[config.mk]
export PLATFORM = sky130hd
export DESIGN_NAME = sliding_rank_filter_unit
export DESIGN_NICKNAME = d
export VERILOG_FILES = /design/src/sv/srf_pkg.sv /design/src/sv/sliding_rank_filter_unit.sv /design/src/sv/srf_sort_front.sv /design/src/sv/srf_cmd_fifo.sv /design/src/sv/srf_result_back.sv
export SDC_FILE = /design/constraint.sdc
export NUM_CORES = 2
export LEC_CHECK = 0
export ABC_AREA = 1
export BUFFER_PORTS_ARGS = -buffer_cell sky130_fd_sc_hd__buf_2
export CORE_MARGIN = 5
export CORE_UTILIZATION = 56
export DETAILED_ROUTE_END_ITERATION = 8
export GPL_TIMING_DRIVEN = 0
export PLACE_DENSITY = 0.74
export SYNTH_ARGS = -nofsm -noshare
export SYNTH_HDL_FRONTEND = slang
export SYNTH_SLANG_ARGS = --single-unit
[constraint.sdc]
create_clock -name i_clk -period 24.8 [get_ports i_clk]
set_clock_uncertainty 0.15 [all_clocks]
set_input_delay 1.24 -clock i_clk [delete_from_list [all_inputs] [get_ports i_clk]]
set_output_delay 1.24 -clock i_clk [all_outputs]
set_load 0.1 [all_outputs]
[src/sv/srf_pkg.sv]
// ============================================================================
// Sliding rank filter package
// Shared constants and transaction types for the sliding rank filter unit.
// ============================================================================
package srf_pkg;

    // Field widths of the transactions at the ports.
    localparam int FIELD_W     = 24;
    localparam int RANK_W      = 6;
    localparam int ZCNT_W      = 6;

    // Defaults for the top-level parameters.
    localparam int WINDOW_DEF   = 17;
    localparam int MAG_BITS_DEF = 24;
    localparam int QUEUE_DEPTH  = 4;

    // Configuration register map and reset value.
    localparam int                CFG_ADDR_W    = 2;
    localparam logic [RANK_W-1:0] RANK_RESET    = RANK_W'(8);

    typedef struct packed {
        logic [FIELD_W-1:0] magnitude;
        logic               row_end;
    } t_in_item;

    typedef struct packed {
        logic [FIELD_W-1:0] ranked_value;
        logic               last_of_row;
    } t_out_item;

    // Command passed from the sorting front end to the result sequencer.
    typedef struct packed {
        logic [FIELD_W-1:0] value;
        logic               emit;
        logic               row_end;
        logic [ZCNT_W-1:0]  zeros;
    } t_cmd;

endpackage

[src/sv/sliding_rank_filter_unit.sv]
// ============================================================================
// Sliding rank filter unit
// Running rank (median) filter along rows of spectral magnitudes.
// ============================================================================
// Path: front end stage register, command queue, then output register.
// Throughput: one input transaction per cycle and, while the receiver is ready,
// one result per cycle; the result sequencer is the limit, so a row end that
// owes up to WINDOW results holds the input back once the command queue fills.
// Reset: synchronous, active low; it empties the window, the queue and the
// output register and sets rank_select to 8. No clearing pass is needed.
module sliding_rank_filter_unit #(
    parameter int WINDOW   = srf_pkg::WINDOW_DEF,
    parameter int MAG_BITS = srf_pkg::MAG_BITS_DEF
) (
    input  logic                           i_clk,
    input  logic                           i_rst_n,
    // Input transactions: one magnitude and its row end flag.
    input  logic                           i_in_valid,
    output logic                           o_in_ready,
    input  srf_pkg::t_in_item              i_in_data,
    // Result transactions.
    output logic                           o_out_valid,
    input  logic                           i_out_ready,
    output srf_pkg::t_out_item             o_out_data,
    // Configuration port.
    input  logic                           psel,
    input  logic                           penable,
    input  logic                           pwrite,
    input  logic [srf_pkg::CFG_ADDR_W-1:0] paddr,
    input  logic [31:0]                    pwdata,
    output logic [31:0]                    prdata,
    output logic                           pready
);

    // The only register, rank_select, lies at byte address zero. Writes to
    // any other address are ignored and read back as zero.
    logic [srf_pkg::RANK_W-1:0] r_rank;
    logic                       cfg_hit;

    assign pready  = 1'b1;
    assign cfg_hit = (paddr == '0);
    assign prdata  = cfg_hit ? {{(32 - srf_pkg::RANK_W){1'b0}}, r_rank} : '0;

    always_ff @(posedge i_clk) begin
        if (!i_rst_n) begin
            r_rank <= srf_pkg::RANK_RESET;
        end else if (psel && penable && pwrite && pready && cfg_hit) begin
            r_rank <= pwdata[srf_pkg::RANK_W-1:0];
        end
    end

    // The front end keeps the window of the current row as a sorted cell
    // array with an age per entry: each accepted transaction slots the new
    // magnitude in and drops the oldest entry once the window is full. A
    // stage later the entry at the configured rank is picked and, together
    // with the count of tail zeros owed at a row end, becomes one command.
    srf_pkg::t_cmd front_cmd;
    logic          front_cmd_valid;
    logic          front_cmd_ready;

    srf_sort_front #(
        .WINDOW   (WINDOW),
        .MAG_BITS (MAG_BITS)
    ) u_front (
        .i_clk       (i_clk),
        .i_rst_n     (i_rst_n),
        .i_in_valid  (i_in_valid),
        .o_in_ready  (o_in_ready),
        .i_in_data   (i_in_data),
        .i_rank      (r_rank),
        .o_cmd_valid (front_cmd_valid),
        .i_cmd_ready (front_cmd_ready),
        .o_cmd       (front_cmd)
    );

    // The queue lets the front end keep taking magnitudes while the back end
    // is still working through the zeros of a finished row.
    srf_pkg::t_cmd back_cmd;
    logic          back_cmd_valid;
    logic          back_cmd_ready;

    srf_cmd_fifo #(
        .DEPTH (srf_pkg::QUEUE_DEPTH)
    ) u_queue (
        .i_clk        (i_clk),
        .i_rst_n      (i_rst_n),
        .i_push_valid (front_cmd_valid),
        .o_push_ready (front_cmd_ready),
        .i_push_data  (front_cmd),
        .o_pop_valid  (back_cmd_valid),
        .i_pop_ready  (back_cmd_ready),
        .o_pop_data   (back_cmd)
    );

    // The back end turns each command into its results, one per cycle, into
    // an output register that takes a new result whenever the old one leaves.
    srf_result_back u_back (
        .i_clk       (i_clk),
        .i_rst_n     (i_rst_n),
        .i_cmd_valid (back_cmd_valid),
        .o_cmd_ready (back_cmd_ready),
        .i_cmd       (back_cmd),
        .o_out_valid (o_out_valid),
        .i_out_ready (i_out_ready),
        .o_out_data  (o_out_data)
    );

endmodule

[src/sv/srf_sort_front.sv]
// ============================================================================
// Sliding rank filter sort front end
// Keeps the current row's window as a sorted cell array and issues commands.
// ============================================================================
module srf_sort_front #(
    parameter int WINDOW   = srf_pkg::WINDOW_DEF,
    parameter int MAG_BITS = srf_pkg::MAG_BITS_DEF
) (
    input  logic                        i_clk,
    input  logic                        i_rst_n,
    input  logic                        i_in_valid,
    output logic                        o_in_ready,
    input  srf_pkg::t_in_item           i_in_data,
    input  logic [srf_pkg::RANK_W-1:0]  i_rank,
    output logic                        o_cmd_valid,
    input  logic                        i_cmd_ready,
    output srf_pkg::t_cmd               o_cmd
);

    localparam int AGE_W = $clog2(WINDOW);
    localparam int IDX_W = $clog2(WINDOW);
    localparam int CNT_W = $clog2(WINDOW + 1);
    localparam logic [CNT_W-1:0]           WIN_C   = CNT_W'(WINDOW);
    localparam logic [AGE_W-1:0]           OLDEST  = AGE_W'(WINDOW - 1);
    localparam logic [srf_pkg::RANK_W:0]   WIN_R   = (srf_pkg::RANK_W + 1)'(WINDOW);

    // Sorted cells, ascending; entries at or above the fill count are stale.
    logic [MAG_BITS-1:0] r_val [WINDOW];
    logic [AGE_W-1:0]    r_age [WINDOW];
    logic [CNT_W-1:0]    r_count;

    logic [MAG_BITS-1:0] n_val [WINDOW];
    logic [AGE_W-1:0]    n_age [WINDOW];
    logic [CNT_W-1:0]    n_count;

    // Stage register holding the classification of the last accepted item.
    logic                      r_s1_valid;
    logic                      r_s1_emit;
    logic                      r_s1_end;
    logic [srf_pkg::ZCNT_W-1:0] r_s1_zeros;

    logic [MAG_BITS-1:0] new_val;
    logic                full;
    logic [CNT_W-1:0]    del_idx;
    logic [CNT_W-1:0]    count_after;
    logic                le_old [WINDOW+1];
    logic [MAG_BITS-1:0] a_val [WINDOW];
    logic [AGE_W-1:0]    a_age [WINDOW];
    logic                a_le  [WINDOW];
    logic                accept;
    logic                need_push;
    logic                s1_leave;
    logic [IDX_W-1:0]    rank_eff;

    assign new_val     = MAG_BITS'(i_in_data.magnitude);
    assign full        = (r_count == WIN_C);
    assign count_after = full ? WIN_C : r_count + CNT_W'(1);

    always_comb begin
        // The oldest entry leaves once the window is full.
        del_idx = WIN_C;
        if (full) begin
            for (int i = 0; i < WINDOW; i++) begin
                if (r_age[i] == OLDEST) begin
                    del_idx = CNT_W'(i);
                end
            end
        end

        for (int i = 0; i < WINDOW; i++) begin
            le_old[i] = (CNT_W'(i) < r_count) && (r_val[i] <= new_val);
        end
        le_old[WINDOW] = 1'b0;

        // Array with the leaving entry removed and the cells above moved down.
        for (int k = 0; k < WINDOW; k++) begin
            if (CNT_W'(k) < del_idx || k == WINDOW - 1) begin
                a_val[k] = r_val[k];
                a_age[k] = r_age[k];
            end else begin
                a_val[k] = r_val[k + 1];
                a_age[k] = r_age[k + 1];
            end
            if (CNT_W'(k) < del_idx) begin
                a_le[k] = le_old[k];
            end else begin
                a_le[k] = le_old[k + 1];
            end
        end

        // Each cell keeps its entry, takes the new value, or takes its lower neighbour.
        for (int k = 0; k < WINDOW; k++) begin
            if (a_le[k]) begin
                n_val[k] = a_val[k];
                n_age[k] = a_age[k] + AGE_W'(1);
            end else if (k == 0) begin
                n_val[k] = new_val;
                n_age[k] = '0;
            end else if (a_le[k - 1]) begin
                n_val[k] = new_val;
                n_age[k] = '0;
            end else begin
                n_val[k] = a_val[k - 1];
                n_age[k] = a_age[k - 1] + AGE_W'(1);
            end
        end

        n_count = i_in_data.row_end ? '0 : count_after;
    end

    assign need_push  = r_s1_emit || r_s1_end;
    assign s1_leave   = r_s1_valid && (!need_push || i_cmd_ready);
    assign o_in_ready = !r_s1_valid || s1_leave;
    assign accept     = i_in_valid && o_in_ready;

    always_ff @(posedge i_clk) begin
        if (accept) begin
            for (int k = 0; k < WINDOW; k++) begin
                r_val[k] <= n_val[k];
                r_age[k] <= n_age[k];
            end
        end
    end

    always_ff @(posedge i_clk) begin
        if (!i_rst_n) begin
            r_count    <= '0;
            r_s1_valid <= 1'b0;
            r_s1_emit  <= 1'b0;
            r_s1_end   <= 1'b0;
            r_s1_zeros <= '0;
        end else begin
            if (accept) begin
                r_count    <= n_count;
                r_s1_valid <= 1'b1;
                r_s1_emit  <= (count_after == WIN_C);
                r_s1_end   <= i_in_data.row_end;
                if (!i_in_data.row_end) begin
                    r_s1_zeros <= '0;
                end else if (count_after == WIN_C) begin
                    r_s1_zeros <= srf_pkg::ZCNT_W'(WINDOW - 1);
                end else begin
                    r_s1_zeros <= srf_pkg::ZCNT_W'(count_after);
                end
            end else if (s1_leave) begin
                r_s1_valid <= 1'b0;
            end
        end
    end

    // Out-of-range ranks select the largest entry.
    assign rank_eff = ({1'b0, i_rank} >= WIN_R) ? IDX_W'(WINDOW - 1) : i_rank[IDX_W-1:0];

    assign o_cmd_valid   = r_s1_valid && need_push;
    assign o_cmd.value   = srf_pkg::FIELD_W'(r_val[rank_eff]);
    assign o_cmd.emit    = r_s1_emit;
    assign o_cmd.row_end = r_s1_end;
    assign o_cmd.zeros   = r_s1_zeros;

endmodule

[src/sv/srf_cmd_fifo.sv]
// ============================================================================
// Sliding rank filter command queue
// Short queue between the sort front end and the result sequencer.
// ============================================================================
module srf_cmd_fifo #(
    parameter int DEPTH = srf_pkg::QUEUE_DEPTH
) (
    input  logic           i_clk,
    input  logic           i_rst_n,
    input  logic           i_push_valid,
    output logic           o_push_ready,
    input  srf_pkg::t_cmd  i_push_data,
    output logic           o_pop_valid,
    input  logic           i_pop_ready,
    output srf_pkg::t_cmd  o_pop_data
);

    localparam int PTR_W  = (DEPTH > 1) ? $clog2(DEPTH) : 1;
    localparam int FILL_W = $clog2(DEPTH + 1);

    srf_pkg::t_cmd     r_mem [DEPTH];
    logic [PTR_W-1:0]  r_wr_ptr;
    logic [PTR_W-1:0]  r_rd_ptr;
    logic [FILL_W-1:0] r_fill;

    logic push;
    logic pop;

    assign o_push_ready = (r_fill != FILL_W'(DEPTH));
    assign o_pop_valid  = (r_fill != '0);
    assign push         = i_push_valid && o_push_ready;
    assign pop          = o_pop_valid && i_pop_ready;
    assign o_pop_data   = r_mem[r_rd_ptr];

    always_ff @(posedge i_clk) begin
        if (push) begin
            r_mem[r_wr_ptr] <= i_push_data;
        end
    end

    always_ff @(posedge i_clk) begin
        if (!i_rst_n) begin
            r_wr_ptr <= '0;
            r_rd_ptr <= '0;
            r_fill   <= '0;
        end else begin
            if (push) begin
                r_wr_ptr <= (r_wr_ptr == PTR_W'(DEPTH - 1)) ? '0 : r_wr_ptr + PTR_W'(1);
            end
            if (pop) begin
                r_rd_ptr <= (r_rd_ptr == PTR_W'(DEPTH - 1)) ? '0 : r_rd_ptr + PTR_W'(1);
            end
            if (push && !pop) begin
                r_fill <= r_fill + FILL_W'(1);
            end else if (pop && !push) begin
                r_fill <= r_fill - FILL_W'(1);
            end
        end
    end

endmodule

[src/sv/srf_result_back.sv]
// ============================================================================
// Sliding rank filter result sequencer
// Expands commands into ranked value and tail zeros, one per unstalled cycle.
// ============================================================================
module srf_result_back (
    input  logic               i_clk,
    input  logic               i_rst_n,
    input  logic               i_cmd_valid,
    output logic               o_cmd_ready,
    input  srf_pkg::t_cmd      i_cmd,
    output logic               o_out_valid,
    input  logic               i_out_ready,
    output srf_pkg::t_out_item o_out_data
);

    logic                       r_emit_done;
    logic [srf_pkg::ZCNT_W-1:0] r_zero_cnt;
    logic                       r_out_valid;
    srf_pkg::t_out_item         r_out_data;

    logic               produce;
    logic               emitting;
    logic               entry_done;
    srf_pkg::t_out_item n_out_data;

    assign produce  = i_cmd_valid && (!r_out_valid || i_out_ready);
    assign emitting = i_cmd.emit && !r_emit_done;

    always_comb begin
        if (emitting) begin
            entry_done              = (i_cmd.zeros == '0);
            n_out_data.ranked_value = i_cmd.value;
        end else begin
            entry_done              = ((r_zero_cnt + srf_pkg::ZCNT_W'(1)) == i_cmd.zeros);
            n_out_data.ranked_value = '0;
        end
        n_out_data.last_of_row = entry_done && i_cmd.row_end;
    end

    assign o_cmd_ready = produce && entry_done;

    always_ff @(posedge i_clk) begin
        if (produce) begin
            r_out_data <= n_out_data;
        end
    end

    always_ff @(posedge i_clk) begin
        if (!i_rst_n) begin
            r_emit_done <= 1'b0;
            r_zero_cnt  <= '0;
            r_out_valid <= 1'b0;
        end else begin
            if (produce) begin
                r_out_valid <= 1'b1;
                if (entry_done) begin
                    r_emit_done <= 1'b0;
                    r_zero_cnt  <= '0;
                end else if (emitting) begin
                    r_emit_done <= 1'b1;
                end else begin
                    r_zero_cnt <= r_zero_cnt + srf_pkg::ZCNT_W'(1);
                end
            end else if (i_out_ready) begin
                r_out_valid <= 1'b0;
            end
        end
    end

    assign o_out_valid = r_out_valid;
    assign o_out_data  = r_out_data;

endmodule

# Word level (Yosys, flattened, before mapping)
# Memories as Yosys holds them, arrays and structs flattened. A register that Yosys moved wholly into a read port is not among the register bits.
# Cells that the tools add are included.
dict set report totals {
  ff_bits 60
  latch_bits 0
  ramBits 621
  rom_bits 0
  inputBits 66
  output_inout_bits 60
  elab_cells 324
  n_memories 3
}
# memory words width rd rd_clocked_by_memory_dff wr line_no
set mem_list {}
lappend mem_list {u_front.r_val 17 24 18 0 17 srf_sort_front.sv:28} ;# logic [MAG_BITS-1:0] r_val [WINDOW];
lappend mem_list {u_queue.r_mem 4 32 1 1 1 srf_cmd_fifo.sv:21} ;# srf_pkg::t_cmd r_mem [DEPTH];
lappend mem_list {u_front.r_age 17 5 17 0 17 srf_sort_front.sv:29} ;# logic [AGE_W-1:0] r_age [WINDOW];
dict set report op_classes {
  addsub 23
  multipliers 0
  div 0
  order_cmp 52
  n_eq_ne 24
  n_shift 0
  n_mux 158
  n_bitwise 0
  reduce_logical 50
}
# op count
set ops {}
lappend ops {{24-bit 2-to-1 mux} 49}
lappend ops {{24-bit less-or-equal comparator} 17}
lappend ops {{5-bit 2-to-1 mux} 71}
lappend ops {{5-bit == test (second input constant)} 19}
lappend ops {{5-bit by 1-bit adder with 5-bit output (second input constant)} 18}
lappend ops {{4-bit by 5-bit < comparator with 1-bit output (first input constant)} 16}
lappend ops {{3-bit by 5-bit < comparator with 1-bit output (first input constant)} 8}
lappend ops {{1-bit logical AND} 31}
lappend ops {{1-bit 2-to-1 mux} 28}
lappend ops {{6-bit 2-to-1 mux} 4}
lappend ops {{1-bit by 5-bit < comparator with 1-bit output (first input constant)} 4}
lappend ops {{2-bit by 5-bit < comparator with 1-bit output (first input constant)} 4}
lappend ops {{5-bit < comparator (first input constant)} 2}
lappend ops {{2-bit 2-to-1 mux} 4}
lappend ops {{2-bit nonzero test} 4}
lappend ops {{6-bit by 1-bit adder with 6-bit output (second input constant)} 1}
lappend ops {{6-bit == test} 1}
lappend ops {{6-bit by 5-bit >= comparator with 1-bit output (second input constant)} 1}
lappend ops {{1-bit logical NOT} 6}
lappend ops {{6-bit logical NOT} 1}
lappend ops {{3-bit 2-to-1 mux} 2}
lappend ops {{2-bit by 1-bit adder with 2-bit output (second input constant)} 2}
lappend ops {{2-bit == test (second input constant)} 2}
lappend ops {{1-bit logical OR} 4}
lappend ops {{other kinds (7)} 8}

# Depth between registers and ports, before layout
# An unclocked memory read counts as a cell.
dict set report depth {
  word_depth 25
  mapped_depth 30
  ltp_nobuf 28
}

# Modules after synthesis
# Synthesis repeated with hierarchy kept, for this count alone.
dict set report unflattened {
  cells_unflattened 6552
  hier_area_um2 51180.3
}
# module instances cells_per_inst area_each_um2 seq_area_each_um2
set by_module_without_submodules {}
lappend by_module_without_submodules {srf_sort_front 1 5914 43815.8 15064.4}
lappend by_module_without_submodules {srf_cmd_fifo 1 379 5270.1 4023.9}
lappend by_module_without_submodules {srf_result_back 1 175 1539.0 910.9}
lappend by_module_without_submodules {sliding_rank_filter_unit 1 84 555.5 120.1}

# Worst setup path before layout
# No wires, ideal clock.
dict set report synth_path {
  kind {input-to-reg}
  from {in i_in_valid}
  to {mem u_front.r_val[16][0] (netlist bit), enable pin}
  setup_time_ps 405
  arrival_time_ps 24144
  required_time_ps 24245
  slack_ps 102
  path_stages 5
  path_buffers 1
  path_cell_list {inv_1 -> nor2_1 -> inv_1 -> clkbuf_1 -> nor2_1}
}
# element line_no
set synth_lines {}
lappend synth_lines {{start: declaration} sliding_rank_filter_unit.sv:18} ;# input logic i_in_valid,
lappend synth_lines {{end: declaration} srf_sort_front.sv:28}

==> flow_metrics.tcl <==
set metrics [dict create \
    async_flop_share_pct 0 \
    cts_hold_buf 0 \
    cp-endpoint "u_front.r_val[10][20]$_DFFE_PP_" \
    synthDominantCellAreaShare_pct 37.9 \
    drt-total-wl_um 226000 \
    die-width_um 311 \
    whs_path_depth 2 \
    first_pass_iters 8 \
    critPathArrivalTime_ps 6730 \
    reg2regPathDepth 12 \
    track_usage_pct 44.6 \
    start_kind "input pin" \
    outcome "finished, violations left" \
    worstPathRequired_ps 25060 \
    ys_types 62 \
    rr_startpoint "r_rank[0]$_SDFFE_PN0P_" \
    synth-xor-area-share_pct 0.758 \
    fin_area_um2 55800 \
    power.density_nw_per_um2 67.3 \
    synthFlopType "edfxtp_1" \
    timing.final.crit_share_pct 26.1 \
    syn_to_final_growth_pct 9.85 \
    hold_ws_ps 340 \
    fin_util_pct 62.0 \
    core_um2 90000 \
    ctsHtreeMaxLevel 3 \
    worst_pin_slew_ps 1620 \
    tritoncts "yes" \
    grt_overflow 0 \
    slew_headroom_pct -8.22 \
    synth_compound_area_share_pct 22.5 \
    drt_iter0_markers 9235 \
    dieArea_um2 96900 \
    synth_fa_ha_area_share_pct 10.7 \
    portBuffers 55 \
    maxCapViolations 3 \
    dieHeight_um 311 \
    clkLatencyLatePin_ps 710 \
    vias 52600 \
    post_cts_resized 0 \
    fill_cells 8060 \
    antenna_left 0 \
    place_congestion 1.07 \
    critPathKind "in2reg" \
    muxShareOfSynthArea_pct 0.0197 \
    dp_hpwl_um 170000 \
    clkSinkCount 678 \
    placed_area_um2 53200 \
    end_kind "flop" \
    grt_pass1_wl_um 320000 \
    p_leak_uw 0.0235 \
    clkSlewWorstSetupHoldPaths_ps 70 \
    cts_buffer_depth 3 \
    yosysTopAreaCell "edfxtp_1" \
    r2r_end "u_queue.r_mem[2][27]$_DFFE_PP_" \
    rsz0062_at_grt "false" \
    max_freq_mhz 155 \
    drc_errors 0 \
    final_hold_viol_count 0 \
    antenna_found_initial 9 \
    netlist_area_um2 50800 \
    start_util_pct 56.5 \
    cp_max_fo 25 \
    drv_slew 22 \
    fin_crit_ps 6470 \
    peakVddDrop_mv 0.0556 \
    synth_edf_count 642 \
    crit_path_start "i_in_data[24]" \
    setup_viol 0 \
    cts_root_buffer "clkbuf_16" \
    avgRoutedWirePerCell_um 28.7 \
    seq_area_frac_synth_pct 39.4 \
    nNetsFinal 7159 \
    synth-simple-area-share_pct 19.1 \
    grt_pass1_vias 47200 \
    syn_avg_cell_area_um2 7.85 \
    ys_warn_count 0 \
    ys_ff_latch 678 \
    synthMostInstantiatedCell "nand2_1" \
    hp-class "reg2reg" \
    cts_inserted_buffers 79 \
    synth_area_leaders "edfxtp_1 38%, nand2_1 12%, ha_1 11%, o21ai_0 9.3%, o211ai_1 4.9%" \
    ios 126 \
    violations "max-capacitance violations, max-slew violations" \
    synth_cells 6474 \
    rows 110 \
    ys_top_cells_by_count "1638 x nand2_1, 949 x o21ai_0, 642 x edfxtp_1" \
    drive_above_1_share_pct 7.26 \
    grt_max_degree 36 \
    viasPerCell 6.66 \
    synth_top_family_by_area "compound AO/OA/AOI/OAI gates" \
    r2r_slack_ps 19390 \
    post_cts_buffers 0 \
]
worst max-delay path: stages:
cell	delay, ps
clkbuf_2	730
clkinv_2	1090
ha_1	700
nand2_1	50
inv_1	60
nand3_1	60
inv_1	70
nand4_1	150
nor4_1	580
nand4_1	150
a21oi_1	200
o21ai_0	280
nand2_1	180
o21ai_2	80
buf_4	200
buf_2	220
o21ai_0	460
o21ai_1	130
power breakdown:
part	leakage, uW	internal (uW)	total (uW)	switching, uW
Combinational	0.0157	269	1040	775
Sequential	0.00650	1410	1500	93.0
Clock	0.00125	681	1210	533
Total	0.0235	2360	3760	1400
cells in the final DEF, fill, tap and decap left out, drive strengths merged, types with 4 or more instances in the layout:
cell,netlist,layout
clkinv,26,54
o221a,4,4
o22ai,12,12
bufinv,0,7
a221oi,12,12
clkbuf,221,317
diode,0,5
a21oi,457,457
nor2,334,334
conb,2,27
o31ai,4,4
a2111oi,4,4
xnor2,16,16
a32o,5,5
nor4,18,18
o221ai,20,20
edfxtp,642,642
nor3,28,28
nand4,72,72
o21bai,6,6
a211oi,16,16
nand3b,6,6
a21o,24,24
clkinvlp,0,8
nand2,1655,1655
nand3,257,257
o211ai,333,333
buf,208,285
ha,435,435
inv,459,463
o21a,22,22
xor2,28,28
dfxtp,36,36
a31oi,11,11
o21ai,1084,1084
how the worst min path moves through the flow:
stage	start	end
4_1_cts	r_rank[5]$_SDFFE_PN0P_	r_rank[5]$_SDFFE_PN0P_
3_3_place_gp	r_rank[3]$_SDFFE_PN1P_	r_rank[3]$_SDFFE_PN1P_
6_report	r_rank[3]$_SDFFE_PN1P_	r_rank[3]$_SDFFE_PN1P_
5_1_grt	r_rank[3]$_SDFFE_PN1P_	r_rank[3]$_SDFFE_PN1P_
3_5_place_dp	u_back.r_emit_done$_SDFFE_PN0P_	u_back.r_emit_done$_SDFFE_PN0P_
2_1_floorplan	r_rank[5]$_SDFFE_PN0P_	r_rank[5]$_SDFFE_PN0P_
registers in the layout, indices dropped and copies added, names as in the netlist, 2 cells and up, named ones only:
name	count
u_front.r_age	85
u_front.r_s1_zeros	5
u_back.r_zero_cnt	6
u_queue.r_fill	3
u_queue.r_mem	124
u_queue.r_rd_ptr	2
u_front.r_count	5
u_queue.r_wr_ptr	2
u_back.o_out_data	25
u_front.r_val	408
r_rank	6
metal layers:
| layer | track usage, % | vias up | wire length [um] |
|---|---|---|---|
| met5 | 0 | - | 52 |
| met4 | 27.8 | 4 | 17900 |
| met3 | 12.8 | 800 | 34200 |
| met2 | 62.7 | 4389 | 89700 |
| met1 | 60.6 | 24200 | 84500 |
| li1 | - | 23200 | - |
metrics by stage:
| step | setup TNS (ps) | total power (uW) | cells | setup slack (ps) |
|---|---|---|---|---|
| after floorplan | 0 | 2220 | 6499 | 102 |
| after global placement | -3366820 | 2530 | 7730 | -9890 |
| after detailed placement | 0 | 2520 | 7752 | 17870 |
| after CTS | 0 | 3700 | 7895 | 18550 |
| after global routing | 0 | 3870 | 7898 | 18370 |
| final | 0 | 3760 | 7900 | 18330 |
area by class of cell:
type	count	area (um^2)	share of cell area, %
diodes	5	12.5	0.0224
plain buffers	429	2050	3.68
clock buffers	96	2090	3.75
clock inverters	47	522	0.935
inverters	485	1850	3.31
multi-input cells	4907	27100	48.6
flip-flops and latches	678	20000	35.8
well taps	1176	1470	2.64
repair buffers	77	713	1.28
cell families after synthesis:
group	count (synthesis)
AO/OA/AOI/OAI	2023
XOR/XNOR	44
adder cells (fa/ha/maj)	436
buffers and inverters	914
flip-flops	678
multiplexers	1
other	2
AND/OR/NAND/NOR	2376
(Power assumes the default switching activity.)
